File: config.mk
export PLATFORM = sky130hd
export DESIGN_NAME = ptc_fifo
export DESIGN_NICKNAME = d
export VERILOG_FILES = /design/src/hw/rtl/ptc_pkg.sv /design/src/hw/rtl/ptc_fifo.sv
export SDC_FILE = /design/constraint.sdc
export NUM_CORES = 1
export LEC_CHECK = 0
export BUFFER_PORTS_ARGS = -buffer_cell sky130_fd_sc_hd__buf_2
export CORE_ASPECT_RATIO = 2
export CORE_MARGIN = 3
export CORE_UTILIZATION = 51
export DETAILED_ROUTE_END_ITERATION = 10
export PLACE_DENSITY_LB_ADDON = 0.25
export SLEW_MARGIN = 20
export SYNTH_ARGS = -nofsm -noshare
export SYNTH_HDL_FRONTEND = slang
export SYNTH_SLANG_ARGS = --single-unit
File: constraint.sdc
create_clock -name i_clk -period 3 [get_ports i_clk]
set_clock_uncertainty 0.1 [all_clocks]
set_input_delay 0.3 -clock i_clk [delete_from_list [all_inputs] [get_ports i_clk]]
set_output_delay 0.3 -clock i_clk [all_outputs]
set_load 0.01 [all_outputs]
File: src/hw/rtl/ptc_pkg.sv
// Shared types and helpers for the pressure/temperature compensation core.
// Item, result and calibration structs; sign extension helpers.
// No dependencies.
package ptc_pkg;

    localparam int FifoDepth = 4;
    localparam int FifoAw    = $clog2(FifoDepth);

    typedef struct packed {
        logic [19:0] adc_temperature;
        logic [19:0] adc_pressure;
    } t_in_item;

    typedef struct packed {
        logic signed [31:0] temperature_centi;
        logic [23:0]        pressure_pa;
        logic               divisor_zero;
    } t_res_item;

    typedef struct packed {
        logic [31:0] d1;
        logic [31:0] d2;
        logic [20:0] pc;
    } t_fitem;

    typedef struct packed {
        logic [15:0] t1;
        logic [15:0] t2;
        logic [15:0] t3;
        logic [15:0] p1;
        logic [15:0] p2;
        logic [15:0] p3;
        logic [15:0] p4;
        logic [15:0] p5;
        logic [15:0] p6;
        logic [15:0] p7;
        logic [15:0] p8;
        logic [15:0] p9;
    } t_cal;

    localparam logic [1:0] RegTempCal  = 2'd0;
    localparam logic [1:0] RegPressA   = 2'd1;
    localparam logic [1:0] RegPressB   = 2'd2;
    localparam logic [1:0] RegPressP9  = 2'd3;

    function automatic logic [63:0] sx16(input logic [15:0] v);
        return {{48{v[15]}}, v};
    endfunction

    function automatic logic [63:0] sx32(input logic [31:0] v);
        return {{32{v[31]}}, v};
    endfunction

endpackage

File: src/hw/rtl/ptc_fifo.sv
// Short queue between front and back stages.
// Depends on ptc_pkg.
module ptc_fifo import ptc_pkg::*; (
    input  logic   i_clk,
    input  logic   i_rst_n,
    input  logic   i_push,
    input  t_fitem i_data,
    output logic   o_full,
    input  logic   i_pop,
    output logic   o_valid,
    output t_fitem o_data
);
    t_fitem             r_mem [FifoDepth];
    logic [FifoAw-1:0]  r_wp;
    logic [FifoAw-1:0]  r_rp;
    logic [FifoAw:0]    r_cnt;

    assign o_full  = (r_cnt == (FifoAw+1)'(FifoDepth));
    assign o_valid = (r_cnt != '0);
    assign o_data  = r_mem[r_rp];

    always_ff @(posedge i_clk) begin
        if (!i_rst_n) begin
            r_wp  <= '0;
            r_rp  <= '0;
            r_cnt <= '0;
        end else begin
            if (i_push) begin
                r_wp <= r_wp + 1'b1;
            end
            if (i_pop) begin
                r_rp <= r_rp + 1'b1;
            end
            if (i_push && !i_pop) begin
                r_cnt <= r_cnt + 1'b1;
            end else if (!i_push && i_pop) begin
                r_cnt <= r_cnt - 1'b1;
            end
        end
    end

    always_ff @(posedge i_clk) begin
        if (i_push) begin
            r_mem[r_wp] <= i_data;
        end
    end
endmodule

* After elaboration in Yosys (flattened, before gate mapping)
Memories as Yosys holds them, arrays and structs flattened. A register that Yosys moved wholly into a read port is not among the register bits. Cells that the tools add are included.
Storage, ports and cells: register bits 7, latch bits 0, RAM bits 340, ROM bits 0, input bits 89, output and inout bits 87, logic and storage cells 21, memories kept 1
Cells by class: add/sub/neg operators 4, multipliers 0, divide/modulo/power cells 0, magnitude comparators 0, eq/ne operators 1, shifts and indexed selects 0, multiplexer cells 6, bitwise logic cells 0, reduce and logical (&&, ||, !) cells 6
Memories:
- r_mem | depth 4, width 85, read ports 1, clocked after Yosys merged registers in 1, wr ports 1, line ptc_fifo.sv:13 | t_fitem r_mem [FifoDepth];
Operator list (number):
- 3-bit two-way mux | 2
- 2-bit by 1-bit adder with 2-bit output (second input constant) | 2
- 2-bit two-way mux | 2
- 3-bit by 1-bit adder with 3-bit output (second input constant) | 1
- 3-bit == test (second input constant) | 1
- 3-bit nonzero test | 1
- 3-bit by 1-bit subtractor with 3-bit output (second input constant) | 1
- 1-bit logical AND | 2
- 1-bit logical NOT | 2
- 1-bit two-way mux | 2
- 2-bit nonzero test | 1

* Logic depth before layout (Yosys ltp)
word-level depth 4, depth in mapped cells 7, gate-level depth less buffers 7

* Least setup slack after synthesis
No wires, ideal clock.
path kind register to register, from reg r_wp[0], to mem r_mem[0][0] (netlist bit), enable pin, setup time 0.453 ns, data arrival time 2.516 ns, required time 2.447 ns, setup slack -0.069 ns, stages on the path, launching flop included 4, buffers on the path 0, clock period less this slack 3.069 ns, cells stage by stage dfxtp_1 > inv_1 > ha_1 > and2_1
RTL lines:
- start: declaration | line ptc_fifo.sv:14 | logic [FifoAw-1:0] r_wp;
- start signal: assignment | line ptc_fifo.sv:29 | r_wp <= r_wp + 1'b1;
- end: declaration | line ptc_fifo.sv:13
No word-level cell before the write port.

==> metrics.md <==
| Metric | Value |
|---|---|
| Core Area | `~0.025 mm2` |
| First-pass GRT wire length | `approximately 39 mm` |
| Root Buffer | `clkbuf_16` |
| Drt pass-1 iters | `4` |
| CP Cell Sequence | `buf_12 > mux4_2 > buf_2` |
| Comb pwr share | `about a tenth` |
| GP Congestion | `roughly 0.73` |
| Register bit count reported by yosys | `349` |
| M1 WL | `9.02 mm` |
| GRT Overall Usage | `between 10% and 20%` |
| # DRC | `0` |
| Period utilisation layout | `89.5%` |
| Routed wl met2 | `14.3 mm` |
| Largest net degree at the start of global routing | `38` |
| Power Total | `approximately 0.010 W` |
| Max cap viols | `0` |
| Reg power frac | `54.4%` |
| Worst EP arrival | `roughly 2.3 ns` |
| Compound-Gate Fraction of Synth Area | `less than 1%` |
| Setup repair bufs after CTS | `0` |
| Number of DRC markers in iteration 0 | `between 300 and 400` |
| Adder-Cell Fraction of Synth Area | `less than 1%` |
| Final Hold Viols | `0` |
| Post-route antenna net violation count | `0` |
| Design area | `approximately 0.016 mm2` |
| Syn avg cell area | `roughly 26 um2` |
| Post-Synth Simple-Gate Area | `less than 1%` |
| Maximum clock path buffer count | `3` |
| Cell taking the most area after synthesis | `edfxtp_1` |
| Area growth syn-to-layout | `24.5%` |
| Top-Level Pins | `about 180` |
| Met3 WL | `approximately 1.2 mm` |
| Top layer in use | `met4` |
| Cell Count, Final, Fillers Out | `1,132` |
| Net Sw Frac | `between 20% and 30%` |
| Startpoint Class | `flip-flop` |
| CTS sink count | `about 350` |
| # setup viols final | `0` |
| Vias per cell | `around 5.3` |
| Top cells by area, synth | `edfxtp_1 80%, mux4_2 15%, dfxtp_1 1.4%, buf_12 0.94%, ha_1 0.49%` |
| DR WL/cell | `22.1 um` |
| Synth Instances | `about 490` |
| Tmin final | `~2.7 ns` |
| Clk pwr share | `a little over a third` |
| Leak pwr | `approximately 5.4 nW` |
| Top-area cell type share of the netlist area | `approximately 80%` |
| CTS buffer count | `28` |
| Slew margin rel. | `between 50% and 60%` |
| Mapped cell area | `between 0.01 and 0.015 mm2` |
| Hold Path Class | `in2reg` |
| Crit-path max cell delay | `approximately 0.66 ns` |
| Mux cell area share after synthesis | `15.2%` |
| Worst Tran Pin Value | `0.623 ns` |
| Layout cells sized above 1 | `41.1%` |
| Placed cell count | `slightly below 1,000` |
| Sequential area share after synthesis | `81.4%` |
| Critical path type | `reg2out` |
| Cell variety after synth | `21` |
| Syn_nets | `just under 600` |
| Commonest non-fill, non-tap cell in the layout | `edfxtp_1` |
| Xor and xnor area share after synthesis | `0.343%` |
| Pwr Density | `about 660 mW/mm2` |
| Final Max Tran Viols | `0` |
| Hold WS | `approximately 0.029 ns` |
| Global route overflow | `0` |
| VDD IR max | `approximately 470 uV` |
| Placed cell area | `between 0.01 and 0.015 mm2` |
| Worst-Skew Late Latency | `0.55 ns` |
| Number of global-route vias before repair | `between 6,000 and 7,000` |
| Vias | `approximately 6,000` |
| Yosys warning count | `0` |
| Drt total wl | `approximately 25 mm` |
| FMAX | `~370 MHz` |
| Status | `completed` |
| Clock-pin slew on the worst setup and hold paths | `approximately 0.07 ns` |
| Largest family of logic cells by synthesized area | `multiplexers` |
| Starting density of the core | `about 52%` |
| Crit path max fanout | `25` |
| Die Y | `230 um` |
| Rows | `81` |
| Accumulated negative setup slack | `0 ns` |
| Port Buffers | `approximately 180` |
| H-tree depth | `1` |
| Post-CTS Resized | `0` |
| CP endpoint kind | `primary output` |
| Die area | `around 0.027 mm2` |
| Die width | `about 120 um` |
| RSZ-0062 raised after global routing | `no` |
| Pint | `0.00819 W` |
| Nets | `between 800 and 900` |
| DP HPWL | `15.6 mm` |
| Initial antenna violation count | `1` |
| Most frequent cells in the layout | `340 x edfxtp_1, 175 x buf_2, 86 x dlygate4sd3_1` |
| CTS tree | `built` |
| Critical Path RT | `about 2.6 ns` |
| CP max stage cell | `dfxtp_4` |
| Switching Power | `around 0.0023 W` |
==> per-layer routing <==
| metal | vias up | global-route usage [%] |
|---|---|---|
| met4 | 0 | 6.31 |
| li1 | 2664 | - |
| met1 | 3111 | 21.8 |
| met3 | 33 | 3.17 |
| met2 | 176 | 35.6 |
| met5 | - | 0 |
==> sequential cells by signal, summed over array words and instances (netlist names), named ones only <==
| register | cells |
|---|---|
| r_wp | 2 |
| r_mem | 340 |
| r_rp | 2 |
| r_cnt | 3 |
==> critical path: cells and delay by family, from the launching register on <==
kind                   cells  cell delay (ns)
buffers and inverters      2             0.47
flip-flops                 1             0.66
multiplexers               1             0.58
==> metrics by stage <==
stage / utilization [%] / setup slack [ns]
2_1_floorplan: - / 0.866
3_3_place_gp: 57.6 / 0.852
3_5_place_dp: 57.6 / 0.820
4_1_cts: 64.8 / 0.223
5_1_grt: 64.8 / 0.168
6_report: 64.8 / 0.315
==> synth_stat cells <==
cell / n
buf_12: 6
xnor2_1: 2
buf_4: 3
inv_1: 4
fa_1: 1
nand2_1: 1
dfxtp_1: 9
edfxtp_1: 340
and2_1: 9
buf_1: 3
buf_2: 6
mux2i_1: 2
a21boi_0: 1
buf_6: 1
nor2b_1: 2
or3_1: 2
o21ai_0: 1
xor2_1: 3
nor3b_1: 1
ha_1: 5
mux4_2: 85
==> repair_timing <==
action | 4_1_cts | 5_1_grt
setup endpoints to repair | 0 | 0
hold buffers | 86 | 0
hold endpoints to repair | 349 | 0
==> final timing paths <==
| check | start | end | slack (ns) | cells past startpoint |
|---|---|---|---|---|
| setup reg to reg | r_wp[0]$_SDFFE_PN0P_ | r_mem[2][22]$_DFFE_PP_ | 1.06 | 4 |
| hold reg to reg | r_cnt[2]$_SDFFE_PN0P_ | r_cnt[2]$_SDFFE_PN0P_ | 0.43 | 2 |
| setup / recovery | flip-flop | o_data[57] | 0.31 | 3 |
| hold / removal | i_pop | r_rp[0]$_SDFFE_PN0P_ | 0.03 | 3 |
==> kinds of logic after synthesis <==
logic type / Yosys count
multiplexers: 87
AND/OR/NAND/NOR: 15
flip-flops: 349
buffers and inverters: 23
XOR/XNOR: 5
adder cells (fa/ha/maj): 6
AO/OA/AOI/OAI: 2
==> layout make-up <==
type / instances / area, um2
Clock inverter: 16 / 161
Antenna cell: 1 / 2.50
Sequential cell: 349 / 10400
Timing Repair Buffer: 279 / 1970
Tap cell: 332 / 415
Fill cell: 1684 / 8630
Clock buffer: 36 / 752
Multi-Input combinational cell: 115 / 2180
Inverter: 4 / 15.0
==> power groups by stage <==
stage	clock network [W]	logic, W	registers [W]
detailed placement	0	0.00105	0.00580
CTS	0.00373	0.00115	0.00569
global placement	0	0.00103	0.00578
finish	0.00364	0.00112	0.00569
floorplan	0	0.000645	0.00575
global route	0.00391	0.00121	0.00571
Power figures use the tool's default switching activity.
