[src/hw/rtl/ptc_pkg.sv]
// Shared types and helpers for the pressure/temperature compensation core.
// Item, result and calibration structs; sign extension helpers.
// No dependencies.
package ptc_pkg;

    localparam int FifoDepth = 4;
    localparam int FifoAw    = $clog2(FifoDepth);

    typedef struct packed {
        logic [19:0] adc_temperature;
        logic [19:0] adc_pressure;
    } t_in_item;

    typedef struct packed {
        logic signed [31:0] temperature_centi;
        logic [23:0]        pressure_pa;
        logic               divisor_zero;
    } t_res_item;

    typedef struct packed {
        logic [31:0] d1;
        logic [31:0] d2;
        logic [20:0] pc;
    } t_fitem;

    typedef struct packed {
        logic [15:0] t1;
        logic [15:0] t2;
        logic [15:0] t3;
        logic [15:0] p1;
        logic [15:0] p2;
        logic [15:0] p3;
        logic [15:0] p4;
        logic [15:0] p5;
        logic [15:0] p6;
        logic [15:0] p7;
        logic [15:0] p8;
        logic [15:0] p9;
    } t_cal;

    localparam logic [1:0] RegTempCal  = 2'd0;
    localparam logic [1:0] RegPressA   = 2'd1;
    localparam logic [1:0] RegPressB   = 2'd2;
    localparam logic [1:0] RegPressP9  = 2'd3;

    function automatic logic [63:0] sx16(input logic [15:0] v);
        return {{48{v[15]}}, v};
    endfunction

    function automatic logic [63:0] sx32(input logic [31:0] v);
        return {{32{v[31]}}, v};
    endfunction

endpackage

[src/hw/rtl/ptc_back.sv]
// Back stage: sequencer over one shared 32x32 multiplier and a radix-2 divider.
// Depends on ptc_pkg.
module ptc_back import ptc_pkg::*; (
    input  logic      i_clk,
    input  logic      i_rst_n,
    input  t_cal      i_cal,
    input  logic      i_fq_valid,
    input  t_fitem    i_fq,
    output logic      o_fq_pop,
    output logic      o_res_valid,
    output t_res_item o_res,
    input  logic      i_res_ready
);
    typedef enum logic [17:0] {
        B_IDLE = 18'h00001, B_M1  = 18'h00002, B_M2  = 18'h00004,
        B_M3   = 18'h00008, B_TF  = 18'h00010, B_M5  = 18'h00020,
        B_M6   = 18'h00040, B_M7  = 18'h00080, B_M8  = 18'h00100,
        B_M9   = 18'h00200, B_M10 = 18'h00400, B_M11 = 18'h00800,
        B_DIV  = 18'h01000, B_QFIX = 18'h02000, B_M12 = 18'h04000,
        B_M13  = 18'h08000, B_M14 = 18'h10000, B_OUT = 18'h20000
    } t_bstate;

    t_bstate     r_state;
    logic [1:0]  r_ph;
    logic [63:0] r_ma, r_mb, r_acc;
    logic [31:0] r_d2, r_tf, r_tc;
    logic [20:0] r_pc;
    logic [63:0] r_v1, r_a, r_v2, r_t, r_div, r_dabs, r_quo, r_rem, r_q, r_w;
    logic        r_neg, r_zero;
    logic [5:0]  r_cnt;
    logic [23:0] r_pa;

    logic [31:0] mx, my;
    logic [63:0] mp;
    logic        is_mul;
    logic [31:0] tf_n;
    logic [63:0] v1_n, t_n, dvd_n, q_n, div_n, p_n;
    logic [64:0] rem_sh, rem_diff;

    assign mx = (r_ph == 2'd2) ? r_ma[63:32] : r_ma[31:0];
    assign my = (r_ph == 2'd1) ? r_mb[63:32] : r_mb[31:0];
    assign mp = mx * my;

    assign is_mul = (r_state == B_M1) || (r_state == B_M2) || (r_state == B_M3)
        || (r_state == B_M5) || (r_state == B_M6) || (r_state == B_M7)
        || (r_state == B_M8) || (r_state == B_M9) || (r_state == B_M10)
        || (r_state == B_M11) || (r_state == B_M12) || (r_state == B_M13)
        || (r_state == B_M14);

    assign tf_n  = r_tf + 32'($signed(r_acc[31:0]) >>> 14);
    assign v1_n  = sx32(r_tf) - 64'd128000;
    assign t_n   = r_t + {r_acc[51:0], 12'd0} + 64'h0000_8000_0000_0000;
    assign div_n = 64'($signed(r_acc) >>> 33);
    assign dvd_n = {12'd0, r_pc, 31'd0} - r_v2;
    assign q_n   = r_neg ? (64'd0 - r_quo) : r_quo;
    assign p_n   = 64'($signed(r_q + r_w + 64'($signed(r_acc) >>> 19)) >>> 8)
                   + {{44{i_cal.p7[15]}}, i_cal.p7, 4'd0};

    assign rem_sh   = {r_rem, r_quo[63]};
    assign rem_diff = rem_sh - {1'b0, r_dabs};

    assign o_fq_pop    = (r_state == B_IDLE) && i_fq_valid;
    assign o_res_valid = (r_state == B_OUT);
    assign o_res.temperature_centi = r_tc;
    assign o_res.pressure_pa       = r_pa;
    assign o_res.divisor_zero      = r_zero;

    always_ff @(posedge i_clk) begin
        if (!i_rst_n) begin
            r_state <= B_IDLE;
            r_ph    <= '0;
            r_cnt   <= '0;
        end else begin
            if (is_mul) begin
                r_ph <= r_ph + 1'b1;
            end
            unique case (r_state)
                B_IDLE: if (i_fq_valid) r_state <= B_M1;
                B_M1:   if (r_ph == 2'd3) r_state <= B_M2;
                B_M2:   if (r_ph == 2'd3) r_state <= B_M3;
                B_M3:   if (r_ph == 2'd3) r_state <= B_TF;
                B_TF:   r_state <= B_M5;
                B_M5:   if (r_ph == 2'd3) r_state <= B_M6;
                B_M6:   if (r_ph == 2'd3) r_state <= B_M7;
                B_M7:   if (r_ph == 2'd3) r_state <= B_M8;
                B_M8:   if (r_ph == 2'd3) r_state <= B_M9;
                B_M9:   if (r_ph == 2'd3) r_state <= B_M10;
                B_M10:  if (r_ph == 2'd3) r_state <= (div_n == '0) ? B_OUT : B_M11;
                B_M11: begin
                    r_cnt <= '0;
                    if (r_ph == 2'd3) r_state <= B_DIV;
                end
                B_DIV: begin
                    r_cnt <= r_cnt + 1'b1;
                    if (r_cnt == 6'd63) r_state <= B_QFIX;
                end
                B_QFIX: r_state <= B_M12;
                B_M12:  if (r_ph == 2'd3) r_state <= B_M13;
                B_M13:  if (r_ph == 2'd3) r_state <= B_M14;
                B_M14:  if (r_ph == 2'd3) r_state <= B_OUT;
                B_OUT:  if (i_res_ready) r_state <= B_IDLE;
                default: r_state <= B_IDLE;
            endcase
        end
    end

    always_ff @(posedge i_clk) begin
        if (is_mul) begin
            if (r_ph == 2'd0) begin
                r_acc <= mp;
            end else if (r_ph != 2'd3) begin
                r_acc <= r_acc + {mp[31:0], 32'd0};
            end
        end
        unique case (r_state)
            B_IDLE: begin
                r_d2 <= i_fq.d2;
                r_pc <= i_fq.pc;
                r_ma <= sx32(i_fq.d1);
                r_mb <= sx16(i_cal.t2);
            end
            B_M1: if (r_ph == 2'd3) begin
                r_tf <= 32'($signed(r_acc[31:0]) >>> 11);
                r_ma <= sx32(r_d2);
                r_mb <= sx32(r_d2);
            end
            B_M2: if (r_ph == 2'd3) begin
                r_ma <= sx32(32'($signed(r_acc[31:0]) >>> 12));
                r_mb <= sx16(i_cal.t3);
            end
            B_M3: if (r_ph == 2'd3) begin
                r_tf <= tf_n;
            end
            B_TF: begin
                r_tc <= 32'($signed({r_tf[29:0], 2'd0} + r_tf + 32'd128) >>> 8);
                r_v1 <= v1_n;
                r_ma <= v1_n;
                r_mb <= v1_n;
            end
            B_M5: if (r_ph == 2'd3) begin
                r_a  <= r_acc;
                r_ma <= r_acc;
                r_mb <= sx16(i_cal.p6);
            end
            B_M6: if (r_ph == 2'd3) begin
                r_v2 <= r_acc + {{13{i_cal.p4[15]}}, i_cal.p4, 35'd0};
                r_ma <= r_v1;
                r_mb <= sx16(i_cal.p5);
            end
            B_M7: if (r_ph == 2'd3) begin
                r_v2 <= r_v2 + {r_acc[46:0], 17'd0};
                r_ma <= r_a;
                r_mb <= sx16(i_cal.p3);
            end
            B_M8: if (r_ph == 2'd3) begin
                r_t  <= 64'($signed(r_acc) >>> 8);
                r_ma <= r_v1;
                r_mb <= sx16(i_cal.p2);
            end
            B_M9: if (r_ph == 2'd3) begin
                r_ma <= t_n;
                r_mb <= {48'd0, i_cal.p1};
            end
            B_M10: if (r_ph == 2'd3) begin
                r_div  <= div_n;
                r_zero <= (div_n == '0);
                r_pa   <= '0;
                r_ma   <= dvd_n;
                r_mb   <= 64'd3125;
            end
            B_M11: if (r_ph == 2'd3) begin
                r_neg  <= r_acc[63] ^ r_div[63];
                r_quo  <= r_acc[63] ? (64'd0 - r_acc) : r_acc;
                r_dabs <= r_div[63] ? (64'd0 - r_div) : r_div;
                r_rem  <= '0;
            end
            B_DIV: begin
                if (!rem_diff[64]) begin
                    r_rem <= rem_diff[63:0];
                end else begin
                    r_rem <= rem_sh[63:0];
                end
                r_quo <= {r_quo[62:0], !rem_diff[64]};
            end
            B_QFIX: begin
                r_q  <= q_n;
                r_ma <= sx16(i_cal.p9);
                r_mb <= 64'($signed(q_n) >>> 13);
            end
            B_M12: if (r_ph == 2'd3) begin
                r_ma <= r_acc;
                r_mb <= 64'($signed(r_q) >>> 13);
            end
            B_M13: if (r_ph == 2'd3) begin
                r_w  <= 64'($signed(r_acc) >>> 25);
                r_ma <= sx16(i_cal.p8);
                r_mb <= r_q;
            end
            B_M14: if (r_ph == 2'd3) begin
                r_pa <= p_n[31:8];
            end
            B_OUT: ;
            default: ;
        endcase
    end

    a_idle_phase: assert property (@(posedge i_clk) disable iff (!i_rst_n)
        (r_state == B_IDLE) |-> (r_ph == 2'd0))
        else $error("multiplier phase not reset in idle");

    a_rem_bound: assert property (@(posedge i_clk) disable iff (!i_rst_n)
        (r_state == B_DIV) |-> (r_rem < r_dabs))
        else $error("divider remainder out of range");

    a_zero_path: assert property (@(posedge i_clk) disable iff (!i_rst_n)
        ((r_state == B_M10) && (r_ph == 2'd3) && (div_n == '0))
        |=> ((r_state == B_OUT) && r_zero && (r_pa == '0)))
        else $error("zero divisor not flagged");
endmodule

[config.mk]
export PLATFORM = sky130hd
export DESIGN_NAME = ptc_back
export DESIGN_NICKNAME = d
export VERILOG_FILES = /design/src/hw/rtl/ptc_pkg.sv /design/src/hw/rtl/ptc_back.sv
export SDC_FILE = /design/constraint.sdc
export NUM_CORES = 2
export LEC_CHECK = 0
export ABC_AREA = 1
export ABC_CLOCK_PERIOD_IN_PS = 15600
export BUFFER_PORTS_ARGS = -buffer_cell sky130_fd_sc_hd__buf_2
export CORE_MARGIN = 5
export CORE_UTILIZATION = 40
export CTS_CLUSTER_DIAMETER = 150
export DETAILED_ROUTE_END_ITERATION = 16
export GPL_ROUTABILITY_DRIVEN = 0
export SYNTH_ARGS = -nofsm -noshare
export SYNTH_HDL_FRONTEND = slang
export SYNTH_SLANG_ARGS = --single-unit
[constraint.sdc]
create_clock -name i_clk -period 15.6 [get_ports i_clk]
set_clock_uncertainty 0.05 [all_clocks]
set_input_delay 3.9 -clock i_clk [delete_from_list [all_inputs] [get_ports i_clk]]
set_output_delay 3.9 -clock i_clk [all_outputs]
set_load 0.01 [all_outputs]
Yosys cells after proc, flatten, opt, wreduce, memory -nomap -nowiden

Index checks and enable logic that the tools add are counted.

Memories kept: 0
Bits in writable memories: 0
Flip-flop bits (word level): 927
Latch bits: 0
Output and inout bits: 59
Bits in read-only memories: 0

Shift-type cells: 0
Div/mod/pow operators: 0
Equality and inequality tests: 41
Multiply operators: 1
Reductions and logical operators: 38
Order comparisons: 0
Add/subtract/negate cells: 19
Bitwise logic cells: 1
Muxes and demuxes: 59

Operators by type and width:

| operator               | number |
|---|---|
| $mux 64                | 26 |
| $pmux 64 s13           | 1 |
| $pmux 64 s11           | 1 |
| $pmux 64 s2            | 3 |
| $pmux 18 s18           | 1 |
| $mux 18                | 17 |
| $add 64x64->64         | 4 |
| $mux 32                | 4 |
| $sub 1x64->64 const A  | 2 |
| $add 40x40->40         | 2 |
| $sub 65x64->65         | 1 |
| $add 32x32->32         | 2 |
| $add 64x48->64 const B | 1 |
| $logic_not 64->1       | 1 |
| $mul 32x32->64         | 1 |
| $pmux 32 s2            | 1 |
| $sub 52x64->64         | 1 |
| $mux 63                | 1 |
| $mux 24                | 2 |
| $pmux 24 s2            | 1 |
| $sub 32x18->33 const B | 1 |
| $add 32x20->32         | 1 |
| $add 32x8->32 const B  | 1 |
| $ne 2x1->1 const B     | 16 |
| 40 further kinds       | 67 |

Logic depth before layout (Yosys ltp)

Depth after elaboration: 14
Gate-level depth with buffers: 45
Gate-level depth less buffers: 42

Worst setup path after synthesis

No wires, ideal clock.

Kind: register to register
Start point: reg r_ph[1]
End point: reg r_acc[61] (data pin)
Cell stages (with the launch flop): 42
Clock period less this slack: 8.918 ns
Library setup time: 0.262 ns
Setup slack: 6.682 ns
Data required time: 15.288 ns
Arrival: 8.606 ns
Cells stage by stage: dfxtp_1 -> inv_1 -> ha_1 -> clkbuf_1 -> clkbuf_1 -> nand2_1 -> o21ai_0 -> clkinv_1 -> clkbuf_1 -> nor2_1 -> fa_1 -> fa_1 -> fa_1 -> inv_1 -> fa_1 -> inv_1 -> fa_1 -> inv_1 -> [6 not listed] -> ha_1 -> a21oi_1 -> a21boi_0 -> o21ai_0 -> a21o_1 -> xor2_1 -> ha_1 -> nand2_1 -> nor2_1 -> nand2_1 -> nor4_1 -> nand2_1 -> o211ai_1 -> nand2_1 -> o211ai_1 -> nand2_1 -> nand2_1 -> o22ai_1

Cells in the longest elaborated chain, start to end: 6
Elaborated cells on any way between the ends: 9

RTL lines:

| item                                            | line                           | text |
|---|---|---|
| from (decl)                                     | ptc_back.sv:24                 | `logic [1:0] r_ph;` |
| from (signal assigned)                          | ptc_back.sv:75                 | `r_ph <= r_ph + 1'b1;` |
| $eq 2x2->1 / $eq 2x1->1 (equally long branches) | ptc_back.sv:40, ptc_back.sv:41 |  |
| $mux 32 (on tied branches)                      | ptc_back.sv:40, ptc_back.sv:41 |  |
| $mul 32x32->64                                  | ptc_back.sv:42                 | `assign mp = mx * my;` |
| $add 64x64->64                                  | ptc_back.sv:112                | `r_acc <= r_acc + {mp[31:0], 32'd0};` |
| $mux 64                                         | ptc_back.sv:111                | `end else if (r_ph != 2'd3) begin` |
| $mux 64 *                                       | ptc_back.sv:109                | `if (r_ph == 2'd0) begin` |
| to (signal assigned)                            | ptc_back.sv:110                | `r_acc <= mp;` |
| to (signal assigned)                            | ptc_back.sv:112                |  |
| to (decl)                                       | ptc_back.sv:25                 | `logic [63:0] r_ma, r_mb, r_acc;` |

Mark *: on every way between the ends. The rest lies on a longest branch, timed or not. The select of a mux whose other input is x is not followed.
A chain may end at the register's enable or synchronous reset.

Final worst setup path

Start point: reg r_ph[0]
End point: reg r_acc[60] (data pin)

Same word-level chain as after synthesis.

==> flow_summary.ini <==
[detailed_routing]
antenna_left = 0
routed_wl_um = 419000
firstDrtPassIters = 9
drc_errors = 0
num_vias = 94116
avgRoutedWirePerCell_um = 25.5
dr.first_iter.drc_count = 11921
via_per_inst = 5.73

[timing]
tns_ns = 0
finalHoldViolations = 0
fmax_mhz = 85.8
tightest_slew_ns = 1.34
slew-limit-headroom = 0.110
period_needed_ns = 11.66
fin_crit_sh = 0.747
finalMaxSlewViolations = 0
grt_setup_unrepaired = false
finalSetupViolations = 0

[clock_network]
path_clk_slew_ns = 0.06
clockBufferDepth = 3
cts_resized = 0
cts_buffers = 102
cts_root_buffer = clkbuf_16
cts_tree = built
worst_skew_pair.late_latency_ns = 0.80
post_cts_buffers = 0
postCtsHoldBufs = 0
h-tree-depth = 3
clock_sinks = 864

[setup_path]
cp_max_fo = 29
cp_slowest_cell = o21ai_0
required_ns = 16.03
crit_top_cell = fa_1
cp-start-kind = flip-flop
worstSetupPathType = reg -> reg
worst_path_largest_cell_delay_ns = 1.04
cp.arrival_ns = 12.09
end_kind = flip-flop

[placed_design]
place.port_buffers = 323
placed_area_um2 = 106000
hpwl_um = 328000

[die]
initial_core_util = 0.401
dieArea_um2 = 259000
placementRows = 183
fp.dieW_um = 509
coreArea_um2 = 248000
pin_count = 340
die_y_um = 509

[final_layout]
fin_nets = 14914
drive_above_1_share = 0.0667
design_area_um2 = 110000
synthToLayoutAreaGrowth_pct = 9.94

[logic_synthesis]
netlist_top_cells_area = edfxtp_1 (25%), fa_1 (19%), nand2_1 (9.4%)
yosysWarnings = 0
syn_inst = 12692
ys_async_sr_fraction = 0
synth_top_family_by_area = adder cells
synth-compound-area-share = 0.119
synth_commonest_cells = nand2_1 (2503), inv_1 (2147), nor2_1 (1615)
synth_flop_cell = edfxtp_1
syn_area_um2 = 99600
synth.avg_cell_area_um2 = 7.85
ys_types = 74
synth_fa_ha_area_frac = 0.279
synthMuxAreaShare = 0
synthMostInstantiatedCell = nand2_1
synth_xor_area_frac = 0.0315
yosysTopAreaCell = edfxtp_1
synth-edff-count = 838
synth.yosys.seq_area_share = 0.258
ys_ff_latch = 864
synth_nets = 14629
synth_top_area_share = 0.253
yosys.area_share.simple = 0.215

[run_status]
status = completed

[global_routing]
antenna_found_initial = 32
grt-ovfl-total = 0
grt_max_degree = 72
groute.usage.overall = 0.316
grt_pass1_wl_um = 602000
grt_pass1_vias = 89286

[run]
max-cap-violations = 0

[min_path]
min_path_type = reg -> reg
[critical path: cells and delay by family, from the launching register on]
kind                     cells  cell delay (ns)
AO/OA/AOI/OAI                8             2.78
XOR/XNOR                     1             0.25
adder cells (fa/ha/maj)     11             5.09
buffers and inverters        8             2.03
flip-flops                   1             0.39
AND/OR/NAND/NOR              5             0.66
[cell type report]
class | instances | area [um2]
sequential | 864 | 25700
clock buffer | 117 | 2670
clock inverter | 76 | 1060
fill | 25598 | 139000
tap | 3330 | 4170
inverter | 2201 | 8270
multi-input combinational | 9279 | 64500
timing repair buffer | 529 | 3160
antenna | 18 | 45.0
[per-layer routing]
metal	part of all wire	global-route usage	wire length, um	up-vias
met4	0.096	0.234	40200	24
met3	0.12	0.0866	51300	1467
met2	0.41	0.460	171000	5815
met5	0.00052	0.00241	219	-
li1	-	-	-	41905
met1	0.37	0.401	156000	44905
[flip-flops by register name, indices dropped and copies added, names as in the netlist]
signal and cells:
r_acc 64, r_v2 64, r_mb 64, r_rem 64
r_tc 24, r_div 31, r_w 39, r_quo 64
r_a 64, r_cnt 6, r_ma 64, r_zero 1
r_ph 2, r_dabs 32, r_tf 32, r_t 56
r_q 64, r_v1 33, r_state 18, r_d2 32
r_neg 1, r_pa 24, r_pc 21
[layout by cell type (no fill, tap or decap), types with 16 or more instances in the layout]
master     synthesis  routed
a211oi_1          31      31
a21boi_0          29      29
a21o_1            58      58
a21oi_1          749     747
a221oi_1          58      58
a22o_1            16      16
a22oi_1           27      27
a31oi_1           82      82
buf_2             42     323
buf_4             17     206
bufinv_16          0      20
clkbuf_16          0     103
clkinv_1          31      43
clkinv_2           0      18
dfxtp_1           26      26
diode_2            0      18
edfxtp_1         838     838
fa_1             940     940
ha_1             716     714
inv_1           2147    2139
inv_2             22      28
nand2_1         2503    2502
nand3_1          471     471
nand3b_1          43      43
nand4_1          160     160
nor2_1          1615    1608
nor3_1           178     177
nor4_1           100     100
o2111ai_1         20      20
o211ai_1          43      43
o21a_1            49      49
o21ai_0          768     748
o21ai_1           40      18
o21ai_2            1      41
o21bai_1          43      43
o22ai_1           31      31
or2_2             43      43
xnor2_1           87      87
xor2_1           271     271
[cell families after synthesis]
kind of cell    count (synthesis)
compound gates               2094
xor+xnor                      358
fa+ha+maj                    1656
buf+inv                      2549
flops                         864
other cells                     1
simple gates                 5170
[per-stage QoR]
step	hold slack [ns]	util	setup slack, ns	cells
floorplan	0.376	-	6.68	12692
global route	0.455	0.441	3.55	16399
global placement	0.406	0.426	4.44	16203
detailed placement	0.425	0.426	4.37	16203
finish	0.429	0.441	3.94	16414
CTS	0.434	0.441	4.31	16396
[worst paths after layout]
path	startpoint	end	slack, ns	cells after the start
worst max-delay path	r_ph[0]	r_acc[60]	3.94	33
worst min-delay path	r_cnt[1]	r_cnt[1]	0.43	2
worst max register to register	r_ph[0]	r_acc[60]	3.94	33
worst min register to register	r_cnt[1]	r_cnt[1]	0.43	2
Power is not shown: default switching activity piles up to over one toggle a cycle in this logic, so the estimate is an artifact.
