[src/hw/rtl/ptc_pkg.sv]
// Shared types and helpers for the pressure/temperature compensation core.
// Item, result and calibration structs; sign extension helpers.
// No dependencies.
package ptc_pkg;

    localparam int FifoDepth = 4;
    localparam int FifoAw    = $clog2(FifoDepth);

    typedef struct packed {
        logic [19:0] adc_temperature;
        logic [19:0] adc_pressure;
    } t_in_item;

    typedef struct packed {
        logic signed [31:0] temperature_centi;
        logic [23:0]        pressure_pa;
        logic               divisor_zero;
    } t_res_item;

    typedef struct packed {
        logic [31:0] d1;
        logic [31:0] d2;
        logic [20:0] pc;
    } t_fitem;

    typedef struct packed {
        logic [15:0] t1;
        logic [15:0] t2;
        logic [15:0] t3;
        logic [15:0] p1;
        logic [15:0] p2;
        logic [15:0] p3;
        logic [15:0] p4;
        logic [15:0] p5;
        logic [15:0] p6;
        logic [15:0] p7;
        logic [15:0] p8;
        logic [15:0] p9;
    } t_cal;

    localparam logic [1:0] RegTempCal  = 2'd0;
    localparam logic [1:0] RegPressA   = 2'd1;
    localparam logic [1:0] RegPressB   = 2'd2;
    localparam logic [1:0] RegPressP9  = 2'd3;

    function automatic logic [63:0] sx16(input logic [15:0] v);
        return {{48{v[15]}}, v};
    endfunction

    function automatic logic [63:0] sx32(input logic [31:0] v);
        return {{32{v[31]}}, v};
    endfunction

endpackage

[src/hw/rtl/ptc_front.sv]
// Front stage: latch samples; form temperature deltas, pressure term.
// Depends on ptc_pkg.
module ptc_front import ptc_pkg::*; (
    input  logic     i_clk,
    input  logic     i_rst_n,
    input  logic     i_push,
    output logic     o_full,
    input  t_in_item i_in,
    input  logic [15:0] i_t1,
    output logic     o_fq_push,
    output t_fitem   o_fq,
    input  logic     i_fq_full
);
    logic   r_valid;
    t_fitem r_item;
    logic   accept;

    assign o_full    = r_valid && i_fq_full;
    assign accept    = i_push && !o_full;
    assign o_fq_push = r_valid && !i_fq_full;
    assign o_fq      = r_item;

    always_ff @(posedge i_clk) begin
        if (!i_rst_n) begin
            r_valid <= 1'b0;
        end else if (accept) begin
            r_valid <= 1'b1;
        end else if (o_fq_push) begin
            r_valid <= 1'b0;
        end
    end

    always_ff @(posedge i_clk) begin
        if (accept) begin
            r_item.d1 <= {15'd0, i_in.adc_temperature[19:3]} - {15'd0, i_t1, 1'b0};
            r_item.d2 <= {16'd0, i_in.adc_temperature[19:4]} - {16'd0, i_t1};
            r_item.pc <= 21'h10_0000 - {1'b0, i_in.adc_pressure};
        end
    end
endmodule

[config.mk]
export PLATFORM = sky130hd
export DESIGN_NAME = ptc_front
export DESIGN_NICKNAME = d
export VERILOG_FILES = /design/src/hw/rtl/ptc_pkg.sv /design/src/hw/rtl/ptc_front.sv
export SDC_FILE = /design/constraint.sdc
export NUM_CORES = 1
export LEC_CHECK = 0
export BUFFER_PORTS_ARGS = -buffer_cell sky130_fd_sc_hd__buf_2
export CORE_MARGIN = 1
export CORE_UTILIZATION = 49
export DETAILED_ROUTE_END_ITERATION = 8
export GPL_ROUTABILITY_DRIVEN = 0
export PLACE_DENSITY = 0.87
export SETUP_SLACK_MARGIN = 0.5
export SYNTH_ARGS = -nofsm -noshare
export SYNTH_HDL_FRONTEND = slang
export SYNTH_SLANG_ARGS = --single-unit
[constraint.sdc]
create_clock -name i_clk -period 4.7 [get_ports i_clk]
set_input_delay 0.705 -clock i_clk [delete_from_list [all_inputs] [get_ports i_clk]]
set_output_delay 0.705 -clock i_clk [all_outputs]
set_load 0.02 [all_outputs]
* Word level (Yosys, flattened, before mapping) *
Cells that the tools add are included.

storage, ports and cells
  output and inout port bits = 87
  flip-flop bits (word level) = 86

operators by class
  mux-type cells = 2
  reductions and logical operators = 6
  $add $sub $neg = 3

operators by type and width
  cell                                                                  number
  21-bit by 20-bit subtractor with 21-bit output, first input constant  1
  17-bit by 17-bit subtractor with 18-bit output                        1
  16-bit by 16-bit subtractor with 17-bit output                        1
  1-bit logical AND                                                     3
  1-bit logical NOT                                                     2
  1-bit 2-to-1 mux                                                      2
  2-bit nonzero test                                                    1

* Longest topological paths before layout *
Gate-level depths: netlist (run 1).

  depth after elaboration = 4
  depth in mapped cells = 8
  depth with buffers taken out = 8

* Worst setup path before layout (run 1) *
OpenSTA, ideal clock, no wires.

  path kind = input-to-reg
  start point = input i_fq_full
  end point = register r_item, in the netlist o_fq[0], enable pin
  data arrival time = 2.717 ns
  slack = 1.544 ns
  cell stages on the path = 2
  cells stage by stage = and2_1 nor2b_1

between the ends
  word-level cells in the longest chain between the ends = 3

ends and longest elaborated chain
  element             RTL line         text
  start: declaration  ptc_front.sv:12  input logic i_fq_full
  1-bit logical AND   ptc_front.sv:18  assign o_full = r_valid && i_fq_full;
  1-bit logical NOT   ptc_front.sv:19  assign accept = i_push && !o_full;
  1-bit logical AND   ptc_front.sv:19
  named net accept    ptc_front.sv:16  logic accept;
  end: declaration    ptc_front.sv:15  t_fitem r_item;

The timed path passes the listed nets, and every way through them passes these cells.
A chain may end at the register's enable or synchronous reset.

* Worst setup path after layout (run 1) *
  start point = input i_in[24] (netlist bit)
  end point = register r_item, in the netlist o_fq[83] (data pin)

between the ends
  word-level cells in the longest chain between the ends = 1

ends and longest elaborated chain
  element                                         RTL line         text
  start: declaration                              ptc_front.sv:8   input t_in_item i_in,
  17-bit by 17-bit subtractor with 18-bit output  ptc_front.sv:35  r_item.d1 <= {15'd0, i_in.adc_temperature[19:3]} - {15'd0, i_t1, 1'b0};

No other way between the ends.

==> reports/metrics.csv, run 1 <==
metric,value,unit
avgViaCountPerCell,4.84,
fin_skew,0.00820,ns
die_area,5950,µm²
syn_nets,346,
grt_pass1_vias,2046,
dpl.cell_count,434,
synthXorXnorAreaFrac,8.56,%
final.setup.tns,0,ns
antenna_found_initial,0,
grt_overflow_total,0,
max_slew.worst_pin.slew,1.01,ns
drt_iter0_markers,58,
yosys.area.top_type,edfxtp_1,
instances_no_fill,442,
numCtsBuffers,5,
drc,0,
track_usage,18.8,%
fillCellCount,448,
syn2layout_area_growth,20.1,%
layout_commonest_cell,buf_2,
cts_tree,done,
rsz0062_at_grt,false,
cts.reportedPaths.clkPinSlew,0.08,ns
drtAntennaViolNets,0,
synth_top_family_by_area,buffers and inverters,
grt_pass1_wl,8880,µm
cp_max_fo,5,
clock-root-buffer,clkbuf_8,
yosys-top-cells-area,"edfxtp_1 (42%), buf_4 (12%), ha_1 (7.7%), xnor2_1 (6.7%), inv_1 (3.1%)",
start_util,52.4,%
hold_buffers,0,
period_share,56.7,%
antenna_cells,0,
grt_start_max_net_pins,40,
end_kind,register,
hold_path_class,in -> reg,
htree_levels,2,
crit_path_start_kind,input port,
clock.fmax,0.375,GHz
synth-simple-area-share,13.4,%
cellPowerDensity,300,nW/µm²
wl_per_cell,12.3,µm
dieWidth,77.1,µm
peakVddDrop,0.124,mV
wl,5430,µm
yosys.area.top_type_share,42.4,%
synth_cell_types,42,
max_slew_margin,32.7,%
synth-compound-area-share,10.4,%
synth_area,2760,µm²
fin_nets,449,
period_minus_slack,2.67,ns
drive_above_1_share,43.0,%
synthCells,268,
hold_viol,0,
yosysWarningCount,0,
final_cell_mix,"buf_2 (143), edfxtp_1 (39), inv_1 (23)",
crit_type,in -> reg,
finalMaxSlewViolations,0,
post_cts_buffers,0,
min_delay_path_depth,1,
cts.repair.resized,0,
yosysSeqAreaShare,43.1,%
setup_violations,0,
required,4.74,ns
cts_sinks,40,
boundaryPins,147,
coreArea,5270,µm²
fp-row-count,26,
io_buffer_count,143,
hpwl,4520,µm
cts_buffer_depth,2,
vias,2140,
drt_pass1_iterations,4,
placed_cell_area,3230,µm²
arrival,2.70,ns
die_h,77.1,µm
synthAdderAreaFrac,8.42,%
ys_ff_latch,40,
maxCapViolations,0,
design_area,3320,µm²
reg2reg_depth,2,
syn_avg_cell_area,10.3,µm²
muxShareOfSynthArea,0.362,%
clock_latency,0.28,ns
leakagePower,1.54,nW
outcome,"complete, no violations",
==> final timing paths <==
| path | start | endpoint | slack (ns) |
|---|---|---|---|
| max | i_in[24] | o_fq[83] | 2.03 |
| min reg2reg | r_valid | r_valid | 0.68 |
| min | i_in[23] | o_fq[53] | 0.60 |
| max reg2reg | r_valid | o_fq[66] | 3.03 |
==> logic make-up (layout without fill, tap and decap cells) <==
logic type | after synthesis | in the layout
xor gates and xnor gates | 27 | 27
AOI/OAI and AO/OA | 45 | 45
and+or+nand+nor | 67 | 67
muxes | 1 | 1
buffers and inverters | 70 | 174
adders and majority gates | 18 | 18
DFF | 40 | 40
==> cell type report <==
cell class	instances	area [µm²]	area share, %
multi-input combinational	158	1140	34.5
sequential	40	1190	35.9
clock buffer	6	82.6	2.49
inverter	23	86.3	2.60
timing repair buffer	143	716	21.6
tap	70	87.6	2.64
clock inverter	2	10.0	0.302
==> stage by stage <==
step | utilization [%] | power, mW | worst slack (ns) | hold WS [ns]
after floorplan | - | 0.712 | 1.54 | 0.713
after global placement | 61.2 | 0.768 | 1.81 | 0.638
after detailed placement | 61.2 | 0.779 | 1.76 | 0.658
after CTS | 63.0 | 1.00 | 2.06 | 0.585
after global routing | 63.0 | 1.05 | 1.95 | 0.581
final | 63.0 | 0.995 | 2.03 | 0.595
==> registers in the layout, indices dropped and copies added (netlist names) <==
register	count
r_valid	1
o_fq	39
==> synthesized netlist by cell type <==
library cell and count:
ha_1 17, nand2_1 14, o221ai_1 1, xnor2_1 21, o22ai_1 1, o311ai_0 1, inv_1 23, a211o_1 1
o21a_1 4, nor2_1 19, or3_1 3, a211oi_1 2, nor2b_1 4, nand2b_1 3, fa_1 1, o22a_1 1
o21bai_1 1, a21boi_0 3, nor4_1 3, or3_4 2, nand3_1 2, or4_1 2, and2_1 1, nor4_4 1
o31a_1 1, o211ai_1 3, a21o_1 4, edfxtp_1 39, o21ai_0 7, mux2i_1 1, a21oi_1 15, nor3_1 4
clkbuf_1 1, nor3_2 1, xor2_1 6, and3_1 3, or2_2 2, nand3b_1 1, buf_4 46, or4b_2 1
or4_4 1, dfxtp_1 1
==> worst max-delay path, stage by stage <==
cell	delay (ns)
buf_2	0.08
inv_1	0.03
ha_1	0.22
fa_1	0.42
nor2b_1	0.19
o211ai_1	0.13
a21oi_1	0.36
a21boi_0	0.25
o31a_1	0.33
==> routing by layer <==
metal  GRT usage, %  routed length (µm)
met5              0                   0
met4           9.06                  85
met2           35.4                2940
met1           20.7                2130
met3           2.38                 267
==> power breakdown <==
part	internal [mW]	switching, mW	total, mW
clock	0.117	0.109	0.225
combinational	0.120	0.201	0.320
sequential	0.434	0.0153	0.449
Note: power is estimated with default switching activity, not from simulation.
==> run 2, diff against run 1 <==
--- a/config.mk
+++ b/config.mk
@@ -7,10 +7,10 @@
 export LEC_CHECK = 0
 export BUFFER_PORTS_ARGS = -buffer_cell sky130_fd_sc_hd__buf_2
 export CORE_MARGIN = 1
-export CORE_UTILIZATION = 49
+export CORE_UTILIZATION = 41
 export DETAILED_ROUTE_END_ITERATION = 8
 export GPL_ROUTABILITY_DRIVEN = 0
-export PLACE_DENSITY = 0.87
+export PLACE_DENSITY = 0.78
 export SETUP_SLACK_MARGIN = 0.5
 export SYNTH_ARGS = -nofsm -noshare
 export SYNTH_HDL_FRONTEND = slang
==> constraint.sdc (replaced) <==
create_clock -name i_clk -period 2.4 [get_ports i_clk]
set_input_delay 0.36 -clock i_clk [delete_from_list [all_inputs] [get_ports i_clk]]
set_output_delay 0.36 -clock i_clk [all_outputs]
set_load 0.02 [all_outputs]
==> run 2 against run 1 <==
Against the previous run: die area grew 19%; via count is 1.4% higher; core utilization decreased by 9.1 points; sequential cell count stayed put; sequential power increased by 96%; first-iteration DRC count increased by 10%; final area increased by 4.2%; final cell count up 3.2%; the flow now finishes with violations (design-rule violations); wire length increased by 2.0%; clock power is 84% higher; highest routed layer unchanged; total power grew 95%; non-clock buffer count increased by 7.
==> reports/metrics.csv, run 2 (synthesis results as in run 1) <==
metric,value,unit,change
end_kind,register,,
largest_reg_flops,39,,unchanged
grt_pass1_vias,2007,,-1.9%
swShare,33.2,%,+0.58 points
max_slew.worst_pin.slew,0.665,ns,-0.342 ns
dieWidth,84.1,µm,+9.1%
pwr-share-clk,21.3,%,-1.4 points
fin_nets,456,,+1.6%
cts_tree,done,,
htree_levels,2,,unchanged
gr-usage-met3,2.67,%,+0.29 points
reg2reg_depth,3,,+1
grt_pass1_wl,8560,µm,-3.6%
hold_buffers,0,,unchanged
required,2.43,ns,-2.31 ns
rsz0062_at_grt,true,,
coreArea,6420,µm²,+22%
r2r_start,r_valid,,
die_h,84.1,µm,+9.1%
min_to,o_fq[53],,
clock-root-buffer,clkbuf_8,,
r2r-end,o_fq[62],,
p_sw,0.645,mW,+99%
grt_busiest_layer,met2,,
wl_per_cell,12.1,µm,-1.2%
cellPowerDensity,562,nW/µm²,+87%
drt_pass1_iterations,7,,+3
violations,design-rule violations,,
p_total,1.94,mW,+95%
cts_buffer_depth,2,,unchanged
grt_overflow_total,0,,unchanged
fin_skew,0.00567,ns,-0.00253 ns
cpLargestDelayFamily,simple AND/OR/NAND/NOR gates,,
clock.fmax,0.508,GHz,
leakagePower,1.58,nW,+2.6%
antenna_cells,0,,unchanged
crit_path_start_kind,input port,,
cts.reportedPaths.clkPinSlew,0.07,ns,about the same
fp-row-count,29,,+12%
path_cells,"buf_6, or4_4, or3_4, or3_4, nor4_4, xnor2_1",,
grt_start_max_net_pins,40,,unchanged
numCtsBuffers,5,,unchanged
final_cell_mix,"buf_2 (141), edfxtp_1 (39), inv_1 (22)",,
crit_type,in -> reg,,
cts_sinks,40,,unchanged
hold_path_class,in -> reg,,
syn2layout_area_growth,25.1,%,
die_area,7070,µm²,+19%
design_area,3460,µm²,+4.2%
rrSetupSlack,1.03,ns,-2.00 ns
use_met2,30.8,%,-4.7 points
maxCapViolations,0,,unchanged
cp_slowest_cell,or4_4,,
io_buffer_count,143,,unchanged
track_usage,15.1,%,-3.7 points
start_util,43.0,%,-9.4 points
avgViaCountPerCell,4.76,,-1.7%
min_delay_path_depth,1,,unchanged
use_met1,14.8,%,-5.9 points
placed_cell_area,3320,µm²,+2.8%
path_common_cell,or3_4,,
hold_viol,0,,unchanged
peakVddDrop,0.194,mV,+57%
outcome,finished with violations,,
min_from,i_in[23],,
internal-power,1.30,mW,+94%
period_share,82.0,%,
drc,26,,+26
clock_latency,0.28,ns,about the same
antenna_found_initial,0,,unchanged
drtAntennaViolNets,0,,unchanged
final.setup.tns,0,ns,unchanged
cp_max_fo,4,,-1
drive_above_1_share,46.7,%,+3.7 points
hpwl,4470,µm,-1.0%
max_slew_margin,55.7,%,+23 points
slowest_delay,0.54,ns,+0.12 ns
period_minus_slack,1.97,ns,
arrival,2.00,ns,-0.70 ns
vias,2170,,+1.4%
layout_commonest_cell,buf_2,,
combPwrFrac,33.5,%,+1.3 points
drt_iter0_markers,64,,+10%
crit_buf_inv,1,,-1
finalCoreUtilization,53.8,%,-9.1 points
wl,5540,µm,+2.0%
pwr-share-seq,45.2,%,about the same
boundaryPins,147,,unchanged
finalMaxSlewViolations,0,,unchanged
setup_violations,0,,unchanged
-- run 2: cell type report --
type | instances | area (µm²)
clock buffers | 5 | 68.8
clock inverters | 3 | 13.8
fillers | 575 | 2960
inverters | 23 | 93.8
multi-input cells | 158 | 1210
flip-flops and latches | 40 | 1190
well taps | 77 | 96.3
repair buffers | 150 | 781
-- run 2: per-stage QoR --
stage               cells  setup slack, ns  hold slack (ns)
global route          456            0.400            0.236
floorplan             268            0.292            0.459
detailed placement    444           0.0903            0.538
finish                456            0.433            0.250
global placement      444            0.124            0.537
CTS                   456            0.451            0.234
-- run 2: metal layers --
layer / wire, µm / part of all wire [%]
met5: 0 / 0
met4: 54 / 0.98
met3: 340 / 6.1
met2: 3100 / 56
met1: 2050 / 37
-- run 2: power by group through the flow --
stage	Sequential [mW]	Combinational, mW	Clock [mW]
3_5_place_dp	0.896	0.641	0
4_1_cts	0.880	0.650	0.433
3_3_place_gp	0.893	0.629	0
6_report	0.878	0.652	0.414
2_1_floorplan	0.971	0.434	0
5_1_grt	0.886	0.703	0.458
-- run 2: worst max-delay path by stage --
stage,from,to,slack [ns],depth (start not counted)
after floorplan,i_in[9],o_fq[18],0.29,5
after global placement,i_in[9],o_fq[18],0.12,6
after detailed placement,i_in[24],o_fq[83],0.09,9
after CTS,i_in[9],o_fq[18],0.45,6
after global routing,i_in[9],o_fq[16],0.40,6
final,i_in[9],o_fq[16],0.43,6
-- run 2: worst reg2reg max path, cell delays in order, from the launching register on --
cell     delay (ns)
dfxtp_1        0.31
and2_1         0.17
nor2b_4        0.11
buf_4          0.42
-- run 2: timing repair --
action / in CTS / in global routing
buffers inserted: 4 / 0
resized for setup: 3 / 5
pin swaps: 1 / 1
setup endpoints to repair: 8 / 11
==> run 3, diff against run 2 <==
==> constraint.sdc (replaced) <==
create_clock -name i_clk -period 1.6 [get_ports i_clk]
set_input_delay 0.24 -clock i_clk [delete_from_list [all_inputs] [get_ports i_clk]]
set_output_delay 0.24 -clock i_clk [all_outputs]
set_load 0.02 [all_outputs]
==> run 3 against run 2 <==
Against the previous run: the run ends with design-rule violations, negative setup slack left; final cell count grew 15%; hold slack worse by 0.12 ns; die area did not move; wire length increased by 65%; non-clock buffer count grew 67; sequential power is 53% higher; global-route usage rose by 5.9 points; clock skew grew 0.0061 ns; combinational power grew to 2.6 times the previous value; sequential cell count unchanged; critical path type unchanged.
==> reports/metrics.csv, run 3 (synthesis results as in run 1) <==
metric,value,unit,change
outcome,finished with violations,,
violations,"design-rule violations, negative setup slack",,
cp_max_fo,4,,unchanged
slowest_delay,0.53,ns,about the same
wl_per_cell,17.4,µm,+44%
drive_above_1_share,67.9,%,+21 points
clock-root-buffer,clkbuf_8,,
internal-power,2.46,mW,+89%
swShare,33.4,%,+0.24 points
period_minus_slack,1.84,ns,
setup_violations,14,,+14
crit_buf_inv,1,,unchanged
drc,26,,unchanged
min_from,i_in[23],,
avgViaCountPerCell,5.04,,+5.9%
p_sw,1.23,mW,+91%
fin_nets,523,,+15%
antenna_found_initial,0,,unchanged
leakagePower,2.31,nW,+46%
path_common_cell,or3_4,,
grt_pass1_vias,2537,,+26%
rsz0062_at_grt,true,,
coreArea,6420,µm²,unchanged
finalMaxSlewViolations,0,,unchanged
io_buffer_count,143,,unchanged
max_slew_margin,80.6,%,+25 points
cp_slowest_cell,or4_4,,
fin_skew,0.0118,ns,+0.00608 ns
maxCapViolations,0,,unchanged
track_usage,21.0,%,+5.9 points
pwr-share-clk,17.7,%,-3.6 points
hold_viol,0,,unchanged
largest_reg_flops,39,,unchanged
dpl.cell_count,486,,+9.5%
wl,9120,µm,+65%
period_share,115,%,
layout_commonest_cell,buf_2,,
combPwrFrac,45.9,%,+12 points
pwr-share-seq,36.4,%,-8.8 points
cts.reportedPaths.clkPinSlew,0.09,ns,+0.02 ns
cts_sinks,40,,unchanged
cts_tree,done,,
max_slew.worst_pin.slew,0.289,ns,-0.375 ns
required,1.65,ns,-0.78 ns
clock.fmax,0.544,GHz,
die_area,7070,µm²,unchanged
drtAntennaViolNets,0,,unchanged
antenna_cells,0,,unchanged
crit_type,in -> reg,,
peakVddDrop,0.349,mV,+79%
die_h,84.1,µm,unchanged
grt_overflow_total,0,,unchanged
r2r_start,r_valid,,
setup_slack,-0.240,ns,-0.672 ns
grt_pass1_wl,11800,µm,+38%
final_cell_mix,"buf_2 (62), buf_6 (57), buf_4 (52)",,
dieWidth,84.1,µm,unchanged
final.setup.tns,-2.03,ns,-2.03 ns
syn2layout_area_growth,88.6,%,
hold_path_class,in -> reg,,
cpLargestDelayFamily,simple AND/OR/NAND/NOR gates,,
drt_pass1_iterations,6,,-1
placed_cell_area,3830,µm²,+16%
start_util,43.0,%,unchanged
cts_buffer_depth,2,,unchanged
design_area,5210,µm²,+51%
end_kind,register,,
vias,2635,,+21%
numCtsBuffers,5,,unchanged
boundaryPins,147,,unchanged
cellPowerDensity,708,nW/µm²,+26%
crit_start,i_in[9],,
crit_path_start_kind,input port,,
hpwl,4990,µm,+12%
grt_start_max_net_pins,32,,-20%
drt_iter0_markers,74,,+16%
arrival,1.89,ns,-0.11 ns
hold_buffers,0,,unchanged
htree_levels,2,,unchanged
clock_latency,0.29,ns,about the same
fp-row-count,29,,unchanged
path_cells,"buf_6, or4_4, or3_4, or3_4, nor4_4, xnor2_1",,
instances_no_fill,523,,+15%
run 3: cell count changes in the layout (fill, tap and decap cells not counted), sizes merged:
cell | before | now
clkbuf | 5 | 8
buf | 150 | 214
run 3: repair_timing:
| item | CTS | global route |
|---|---|---|
| endpoints found under the setup margin | 115 | 137 |
| gates resized for setup | 193 | 74 |
| buffers inserted | 9 | 14 |
| pin swaps | 35 | 18 |
| cloned | 2 | 4 |
run 3: area by class of cell:
class	count	area, µm²
inverter	23	126
multi-input combinational	158	1620
fill	338	1210
timing repair buffer	217	2090
clock buffer	5	68.8
tap	77	96.3
sequential	40	1190
clock inverter	3	13.8
run 3: worst paths after layout:
kind	endpoint	slack, ns	cells past startpoint
setup / recovery	o_fq[16]	-0.24	6
hold / removal	o_fq[53]	0.13	1
setup reg to reg	o_fq[5]	0.30	4
hold reg to reg	r_valid	0.66	2
run 3: power by group through the flow:
stage / Sequential, mW / Clock [mW] / Combinational [mW]
2_1_floorplan: 1.47 / 0 / 0.761
3_3_place_gp: 1.33 / 0 / 1.13
3_5_place_dp: 1.33 / 0 / 1.15
4_1_cts: 1.32 / 0.654 / 1.49
5_1_grt: 1.35 / 0.705 / 1.78
6_report: 1.34 / 0.653 / 1.69
run 3: metrics by stage:
stage	util, %	hold slack, ns	power (mW)	setup slack (ns)
2_1_floorplan	-	0.339	2.23	-0.387
3_3_place_gp	59.6	0.417	2.46	-0.508
3_5_place_dp	59.6	0.423	2.49	-0.524
6_report	81.2	0.135	3.69	-0.240
4_1_cts	73.8	0.124	3.46	-0.202
5_1_grt	81.2	0.114	3.83	-0.274
run 3: worst register-to-register path, stage by stage (launching register included):
cell and delay, ns:
dfxtp_2 0.34, and2_4 0.15, nor2b_4 0.23, buf_6 0.16, clkbuf_16 0.14
run 3: per-layer routing:
metal	wire length, µm	share of wire, %	global-route usage (%)	vias up
met5	0	0	0	-
met4	226	2.5	7.05	0
met3	465	5.1	2.67	21
met2	5280	58	43.3	113
met1	3150	35	21.4	1263
li1	-	-	-	1238
